### src/rtl/intw_pkg.sv
package intw_pkg;

   localparam int VALUE_W     = 31;
   localparam int WORD_W      = 5;
   localparam int NUM_DIGITS  = 10;
   localparam int SHIFT_W     = 32;
   localparam int CONV_STEPS  = SHIFT_W / 2;
   localparam int STEP_CNT_W  = $clog2(CONV_STEPS);
   localparam int GROUP_SLOTS = 5;
   localparam int NUM_SLOTS   = 4 * GROUP_SLOTS;
   localparam int SLOT_IDX_W  = $clog2(NUM_SLOTS);
   localparam int QUEUE_DEPTH = 2;

   typedef logic [3:0]               digit_type;
   typedef digit_type [NUM_DIGITS-1:0] bcd_type;
   typedef logic [WORD_W-1:0]        word_type;
   typedef word_type [NUM_SLOTS-1:0] slot_word_type;
   typedef logic [NUM_SLOTS-1:0]     slot_mask_type;
   typedef word_type [GROUP_SLOTS-1:0] grp_word_type;
   typedef logic [GROUP_SLOTS-1:0]   grp_mask_type;

   typedef struct packed {
      slot_word_type words;
      slot_mask_type mask;
   } slots_type;

   typedef struct packed {
      grp_word_type words;
      grp_mask_type mask;
   } grp_slots_type;

   localparam word_type TOK_ZERO      = 5'd0;
   localparam word_type TOK_TEEN_BASE = 5'd10;
   localparam word_type TOK_TENS_BASE = 5'd18;
   localparam word_type TOK_HUNDRED   = 5'd28;
   localparam word_type TOK_THOUSAND  = 5'd29;
   localparam word_type TOK_MILLION   = 5'd30;
   localparam word_type TOK_BILLION   = 5'd31;

   // one double-dabble step: add 3 to digits above 4, then shift in one bit
   function automatic bcd_type dabble(input bcd_type d, input logic b);
      bcd_type     adj;
      logic [39:0] flat;
      for (int i = 0; i < NUM_DIGITS; i++) begin
         adj[i] = (d[i] >= 4'd5) ? d[i] + 4'd3 : d[i];
      end
      flat = adj;
      return bcd_type'({flat[38:0], b});
   endfunction

   // slot order within a group: hundreds digit, hundred, tens or teen, ones, scale
   function automatic grp_slots_type group_slots(input digit_type h, input digit_type t,
                                                 input digit_type o, input word_type scale,
                                                 input logic has_scale);
      grp_slots_type s;
      logic          nz;
      nz = (h != 4'd0) || (t != 4'd0) || (o != 4'd0);
      s.words[0] = {1'b0, h};
      s.mask[0]  = h != 4'd0;
      s.words[1] = TOK_HUNDRED;
      s.mask[1]  = h != 4'd0;
      if (t == 4'd1) begin
         s.words[2] = TOK_TEEN_BASE + {1'b0, o};
         s.mask[2]  = 1'b1;
      end else begin
         s.words[2] = TOK_TENS_BASE + {1'b0, t};
         s.mask[2]  = t >= 4'd2;
      end
      s.words[3] = {1'b0, o};
      s.mask[3]  = (o != 4'd0) && (t != 4'd1);
      s.words[4] = scale;
      s.mask[4]  = nz && has_scale;
      return s;
   endfunction

   function automatic slots_type build_slots(input bcd_type d);
      slots_type     s;
      grp_slots_type g0, g1, g2, g3;
      g0 = group_slots(4'd0, 4'd0, d[9], TOK_BILLION, 1'b1);
      g1 = group_slots(d[8], d[7], d[6], TOK_MILLION, 1'b1);
      g2 = group_slots(d[5], d[4], d[3], TOK_THOUSAND, 1'b1);
      g3 = group_slots(d[2], d[1], d[0], TOK_ZERO, 1'b0);
      s.words = {g3.words, g2.words, g1.words, g0.words};
      s.mask  = {g3.mask, g2.mask, g1.mask, g0.mask};
      // a zero value says Zero through the units ones slot
      if (d == '0) begin
         s.mask[3*GROUP_SLOTS+3] = 1'b1;
      end
      return s;
   endfunction

endpackage

### src/rtl/intw_front.sv
module intw_front import intw_pkg::*; (
   input  logic               clock,
   input  logic               reset,
   input  logic               req_valid,
   output logic               req_stall,
   input  logic [VALUE_W-1:0] req_value,
   output logic               push,
   output bcd_type            push_digits,
   input  logic               q_full
);

   logic                  busy_ff, busy_in;
   logic [STEP_CNT_W-1:0] cnt_ff, cnt_in;
   logic [SHIFT_W-1:0]    sh_ff, sh_in;
   bcd_type               bcd_ff, bcd_in;
   bcd_type               step_bcd;
   logic                  last_step, advance, accept;

   always_comb begin
      step_bcd  = dabble(dabble(bcd_ff, sh_ff[SHIFT_W-1]), sh_ff[SHIFT_W-2]);
      last_step = cnt_ff == STEP_CNT_W'(CONV_STEPS - 1);
      push      = busy_ff && last_step && !q_full;
      advance   = busy_ff && !(last_step && q_full);
      req_stall = busy_ff && !push;
      accept    = req_valid && !req_stall;
      push_digits = step_bcd;

      busy_in = busy_ff;
      cnt_in  = cnt_ff;
      sh_in   = sh_ff;
      bcd_in  = bcd_ff;
      if (accept) begin
         busy_in = 1'b1;
         cnt_in  = '0;
         sh_in   = {{(SHIFT_W-VALUE_W){1'b0}}, req_value};
         bcd_in  = '0;
      end else if (advance) begin
         cnt_in = cnt_ff + 1'b1;
         sh_in  = {sh_ff[SHIFT_W-3:0], 2'b00};
         bcd_in = step_bcd;
         if (push) begin
            busy_in = 1'b0;
         end
      end
   end

   always_ff @(posedge clock) begin
      if (reset) begin
         busy_ff <= 1'b0;
         cnt_ff  <= '0;
      end else begin
         busy_ff <= busy_in;
         cnt_ff  <= cnt_in;
      end
      sh_ff  <= sh_in;
      bcd_ff <= bcd_in;
   end

endmodule

### src/rtl/intw_queue.sv
module intw_queue import intw_pkg::*; #(
   parameter int DEPTH = QUEUE_DEPTH
) (
   input  logic    clock,
   input  logic    reset,
   input  logic    push,
   input  bcd_type push_digits,
   output logic    full,
   input  logic    pop,
   output logic    head_valid,
   output bcd_type head_digits
);

   localparam int PTR_W = (DEPTH > 1) ? $clog2(DEPTH) : 1;
   localparam int CNT_W = $clog2(DEPTH + 1);

   bcd_type          mem_ff [DEPTH];
   logic [PTR_W-1:0] wr_ff, wr_in, rd_ff, rd_in;
   logic [CNT_W-1:0] cnt_ff, cnt_in;

   always_comb begin
      full        = cnt_ff == CNT_W'(DEPTH);
      head_valid  = cnt_ff != '0;
      head_digits = mem_ff[rd_ff];
      wr_in  = wr_ff;
      rd_in  = rd_ff;
      cnt_in = cnt_ff;
      if (push) begin
         wr_in = (wr_ff == PTR_W'(DEPTH - 1)) ? '0 : wr_ff + 1'b1;
      end
      if (pop) begin
         rd_in = (rd_ff == PTR_W'(DEPTH - 1)) ? '0 : rd_ff + 1'b1;
      end
      if (push && !pop) begin
         cnt_in = cnt_ff + 1'b1;
      end else if (pop && !push) begin
         cnt_in = cnt_ff - 1'b1;
      end
   end

   always_ff @(posedge clock) begin
      if (reset) begin
         wr_ff  <= '0;
         rd_ff  <= '0;
         cnt_ff <= '0;
      end else begin
         wr_ff  <= wr_in;
         rd_ff  <= rd_in;
         cnt_ff <= cnt_in;
      end
      if (push) begin
         mem_ff[wr_ff] <= push_digits;
      end
   end

endmodule

### src/rtl/intw_back.sv
module intw_back import intw_pkg::*; (
   input  logic              clock,
   input  logic              reset,
   input  logic              head_valid,
   input  bcd_type           head_digits,
   output logic              pop,
   output logic              rsp_valid,
   input  logic              rsp_stall,
   output logic [WORD_W-1:0] rsp_word,
   output logic              rsp_last
);

   slot_word_type         words_ff, words_in;
   slot_mask_type         mask_ff, mask_in;
   slots_type             head_slots;
   logic [SLOT_IDX_W-1:0] idx;
   logic                  accept;

   always_comb begin
      // lowest pending slot is the next word
      idx = '0;
      for (int i = NUM_SLOTS - 1; i >= 0; i--) begin
         if (mask_ff[i]) begin
            idx = SLOT_IDX_W'(i);
         end
      end
      rsp_valid = mask_ff != '0;
      rsp_word  = words_ff[idx];
      rsp_last  = (mask_ff & (mask_ff - 1'b1)) == '0;
      accept    = rsp_valid && !rsp_stall;
      pop       = head_valid && (!rsp_valid || (accept && rsp_last));

      head_slots = build_slots(head_digits);
      words_in   = words_ff;
      mask_in    = mask_ff;
      if (pop) begin
         words_in = head_slots.words;
         mask_in  = head_slots.mask;
      end else if (accept) begin
         mask_in = mask_ff & (mask_ff - 1'b1);
      end
   end

   always_ff @(posedge clock) begin
      if (reset) begin
         mask_ff <= '0;
      end else begin
         mask_ff <= mask_in;
      end
      words_ff <= words_in;
   end

endmodule

### src/rtl/integer_to_english_word_tokens.sv
// Spells a 31-bit unsigned value as English word tokens, one token per rsp
// transaction, with rsp_last on the final token (Zero alone for a zero value).
// The front converts the value to ten decimal digits by shift-and-add-3, two
// bits per cycle (the last step waits while the queue is full), and takes a
// new value in the cycle it pushes digits. Digits pass through a small queue
// to the back, which emits one token per cycle with no gaps while rsp_stall
// is low and the queue holds digits, up to 16 tokens per value.
module integer_to_english_word_tokens import intw_pkg::*; #(
   parameter int QUEUE_ENTRIES = QUEUE_DEPTH
) (
   input  logic               clock,
   input  logic               reset,
   input  logic               req_valid,
   output logic               req_stall,
   input  logic [VALUE_W-1:0] req_value,
   output logic               rsp_valid,
   input  logic               rsp_stall,
   output logic [WORD_W-1:0]  rsp_word,
   output logic               rsp_last
);

   logic    push, q_full, pop, head_valid;
   bcd_type push_digits, head_digits;

   intw_front u_front (
      .clock       (clock),
      .reset       (reset),
      .req_valid   (req_valid),
      .req_stall   (req_stall),
      .req_value   (req_value),
      .push        (push),
      .push_digits (push_digits),
      .q_full      (q_full)
   );

   intw_queue #(
      .DEPTH (QUEUE_ENTRIES)
   ) u_queue (
      .clock       (clock),
      .reset       (reset),
      .push        (push),
      .push_digits (push_digits),
      .full        (q_full),
      .pop         (pop),
      .head_valid  (head_valid),
      .head_digits (head_digits)
   );

   intw_back u_back (
      .clock       (clock),
      .reset       (reset),
      .head_valid  (head_valid),
      .head_digits (head_digits),
      .pop         (pop),
      .rsp_valid   (rsp_valid),
      .rsp_stall   (rsp_stall),
      .rsp_word    (rsp_word),
      .rsp_last    (rsp_last)
   );

endmodule

### config.mk
export PLATFORM = sky130hd
export DESIGN_NAME = integer_to_english_word_tokens
export DESIGN_NICKNAME = d
export VERILOG_FILES = /design/src/rtl/intw_pkg.sv /design/src/rtl/intw_front.sv /design/src/rtl/intw_queue.sv /design/src/rtl/intw_back.sv /design/src/rtl/integer_to_english_word_tokens.sv
export SDC_FILE = /design/constraint.sdc
export NUM_CORES = 1
export LEC_CHECK = 0
export BUFFER_PORTS_ARGS = -buffer_cell sky130_fd_sc_hd__buf_4
export CORE_ASPECT_RATIO = 0.8
export CORE_MARGIN = 2
export CORE_UTILIZATION = 23
export DETAILED_ROUTE_END_ITERATION = 6
export MAX_ROUTING_LAYER = met4
export SLEW_MARGIN = 20
export SYNTH_ARGS = -nofsm -noshare
export SYNTH_HDL_FRONTEND = slang
export SYNTH_SLANG_ARGS = --single-unit
export TNS_END_PERCENT = 100
### constraint.sdc
create_clock -name clock -period 4.4 [get_ports clock]
set_input_delay 0.44 -clock clock [delete_from_list [all_inputs] [get_ports clock]]
set_output_delay 0.44 -clock clock [all_outputs]
set_load 0.05 [all_outputs]
==> results.md <==
- CP required: 3960 ps
- CP Cell Sequence: inv_1 > o21ai_0 > o21ai_1 > nor2_1 > o21ai_0 > a211o_1 > a41oi_1 > buf_4
- Total gr overflow: 0
- Post-Synthesis Mean Instance Area: 10.3 um^2
- Slew margin rel.: 34.9%
- Worst-margin pin slew: 976 ps
- Setup Total Neg Slack: 0 ps
- Ys async rst share: 0%
- Net count, final: 1214
- Max Slew Vio Count: 0
- WL final: 26100 um
- Drt wl/cell: 14.7 um
- Largest net degree at the start of global routing: 44
- RD Place Congestion: 0.933
- Crit Path Class: register to output pin
- XOR/XNOR Fraction of Synth Area: 2.63%
- Num Clock Sinks: 222
- Crit-path most repeated cell: o21ai_0
- Dpl cells: 1735
- Root Buffer: clkbuf_16
- Core ar.: 48600 um^2
- DRT iter0 DRCs: 517
- DRC violations left: 0
- Gate Count Post-Synth: 1097
- Final Skew: 17.2 ps
- Clock transition at the registers of the reported paths: 60 ps
- Critical path launch point type: register
- CP max FO: 8
- Crit share post-route: 84.3%
- Syn Std Cell Area: 11300 um^2
- Post-CTS resize count: 0
- Area Growth Syn to Fin: 15.9%
- Crit. End Element: output pin
- Post-DP HPWL: 18800 um
- Initial antenna violation count: 0
- Fmax: 270 MHz
- Synth Area in Compound Gates: 11.7%
- Multiplexer share of the synthesized area: 7.07%
- CTS tree: built
- Simple-Gate Fraction of Synth Area: 16.1%
- First-pass DRT Iterations: 5
- I/O pin count: 43
- Detail Route Antenna Nets: 0
- Status: complete, no violations
- CTS Buf Count: 23
- Post-CTS Setup Inserts: 0
- Ys Warns: 0
- Leak: 4.93 nW
- Adder-cell share of the synthesized area: 5.66%
- Vias in the first global route: 7922
- Layout Cells excl Fill: 1777
- Crit-path leading delay family: compound AO/OA/AOI/OAI gates
- # rows: 72
- Via-to-Cell Ratio: 4.54
- Vias: 8067
- Starting Density: 23.4%
- Clk buf depth: 3
- Die W: 252 um
- Sequential area share after synthesis: 52.8%
- Post-synth EDFFs: 154
- Synth cell types: 64
- Max_cap viols: 0
- PwrDens: 767 nW/um^2
- Combinational family with the most area after synthesis: simple AND/OR/NAND/NOR gates
- Peak supply drop: 0.457 mV
- Clk_lat worst skew: 540 ps
- Layout cells sized above 1: 11.8%
- First-pass GRT wire length: 42500 um
- Min Tclk post-route: 3710 ps
- Die area: 51100 um^2
- I/O Buffers: 42
- Antenna cells: 0
- Die height: 203 um
- H-Tree Depth: 1
- Hold WC Path Type: input pin to register
- Setup violators final: 0
- All-Layer GR Usage: 10.5%
- Crit path buffers/inverters: 2
- Register bit count reported by yosys: 222
- Slowest Stage Delay on Critical Path: 490 ps
- Synthesized Nets: 1180
- Worst Path Arrival: 3270 ps
- CP max-delay cell: dfxtp_1
- Top FF cell, synth: edfxtp_1
- Final-report hold violation count: 0
- Cts hold-fix bufs: 0
- RSZ-0062 raised after global routing: no
-- final cells by class --
cell class,count,area (um^2)
tap,629,787
sequential,222,5990
clock buffer,30,612
timing repair buffer,55,425
multi-input combinational,759,4920
clock inverter,12,141
fill,4972,35400
inverter,70,263
-- state kept, by name, summed over array words and instances, names as in the netlist, named ones only --
register / flops
u_front.sh_ff: 32
u_back.words_ff: 43
u_back.mask_ff: 17
u_queue.mem_ff: 80
u_front.cnt_ff: 4
u_front.bcd_ff: 40
u_front.busy_ff: 1
u_queue.wr_ff: 1
u_queue.rd_ff: 1
u_queue.cnt_ff: 2
-- path summary, 6_finish.rpt --
kind	from	end	slack, ps	depth (start not counted)
setup / recovery	u_back.mask_ff[10]$_SDFFE_PP0P_	rsp_word[1]	690	8
hold / removal	req_valid	u_front.busy_ff$_SDFFE_PP0P_	180	2
setup reg to reg	u_back.mask_ff[3]$_SDFFE_PP0P_	u_queue.cnt_ff[1]$_SDFFE_PP0P_	1220	9
hold reg to reg	u_front.sh_ff[30]$_DFFE_PP_	u_queue.mem_ff[1][0]$_DFFE_PP_	490	0
-- logic make-up (layout without fill, tap and decap cells) --
logic type | count (synthesis) | after routing
xor+xnor | 34 | 34
buf+inv | 116 | 167
simple gates | 392 | 392
flops | 222 | 222
mux | 76 | 76
compound gates | 205 | 205
fa+ha+maj | 52 | 52
-- power breakdown --
group	total [mW]	switching, mW	internal (mW)
logic	4.94	3.16	1.78
clock network	1.95	0.827	1.12
registers	3.19	0.293	2.89
total	10.1	4.28	5.79
-- synthesized netlist by cell type, types with 3 or more instances --
| cell | count | share of area, % |
|---|---|---|
| and3_1 | 9 | 0.50 |
| a211o_1 | 4 | 0.31 |
| nor3_1 | 35 | 1.5 |
| a21oi_1 | 58 | 2.6 |
| o31ai_1 | 5 | 0.33 |
| nor2b_1 | 7 | 0.39 |
| dfxtp_1 | 68 | 12 |
| buf_1 | 3 | 0.099 |
| o211ai_1 | 8 | 0.53 |
| a31oi_1 | 3 | 0.17 |
| a211oi_1 | 24 | 1.6 |
| o21ai_0 | 45 | 2.0 |
| a311oi_1 | 5 | 0.39 |
| o211a_1 | 3 | 0.26 |
| nor2_1 | 99 | 3.3 |
| and2_1 | 3 | 0.17 |
| o22ai_1 | 3 | 0.17 |
| o21a_1 | 11 | 0.73 |
| xor2_1 | 7 | 0.54 |
| nand4_1 | 9 | 0.50 |
| xnor2_1 | 27 | 2.1 |
| or3_1 | 6 | 0.33 |
| nand2_1 | 144 | 4.8 |
| clkbuf_1 | 36 | 1.2 |
| nand3_1 | 18 | 0.79 |
| ha_1 | 48 | 5.3 |
| mux2_2 | 33 | 3.3 |
| nor4_1 | 9 | 0.50 |
| a22oi_1 | 3 | 0.20 |
| mux2i_1 | 43 | 3.8 |
| nor3b_1 | 19 | 1.3 |
| or4_1 | 7 | 0.46 |
| inv_1 | 70 | 2.3 |
| maj3_1 | 3 | 0.26 |
| nand2b_1 | 22 | 1.2 |
| buf_2 | 5 | 0.22 |
| o21ai_1 | 8 | 0.35 |
| edfxtp_1 | 154 | 41 |
-- through the flow --
stage	util [%]	hold slack [ps]	setup slack, ps	power, mW	area [um^2]
floorplan	-	445	778	6.84	11300
global placement	25.5	467	1240	8.06	12400
detailed placement	25.5	484	1260	8.13	12400
CTS	27.1	153	727	10.1	13100
global route	27.1	170	505	10.8	13100
finish	27.1	175	693	10.1	13100
-- worst register-to-register path: stages, from the launching register on --
cell	delay, ps
dfxtp_1	420
or4_4	630
or3_1	370
maj3_2	350
nand2b_1	160
a21oi_1	170
a31oi_1	150
ha_1	350
or3_1	370
a21oi_1	130
-- metal layers --
layer / global-route usage [%] / vias to the layer above / wire [um]
met5: - / - / 0
met2: 15.6 / 177 / 11400
li1: - / 4009 / -
met3: 2.09 / 34 / 1460
met1: 14.8 / 3847 / 12800
met4: 2.43 / 0 / 432
-- cell usage in the layout, fill, tap and decap left out, drive strengths merged, types with 43 or more instances in the layout --
cell / netlist / routed
nor2: 99 / 99
dfxtp: 68 / 68
nand2: 144 / 144
mux2i: 43 / 43
edfxtp: 154 / 154
o21ai: 53 / 53
a21oi: 58 / 58
inv: 70 / 73
ha: 48 / 48
buf: 10 / 55
Power figures use the tool's default switching activity.
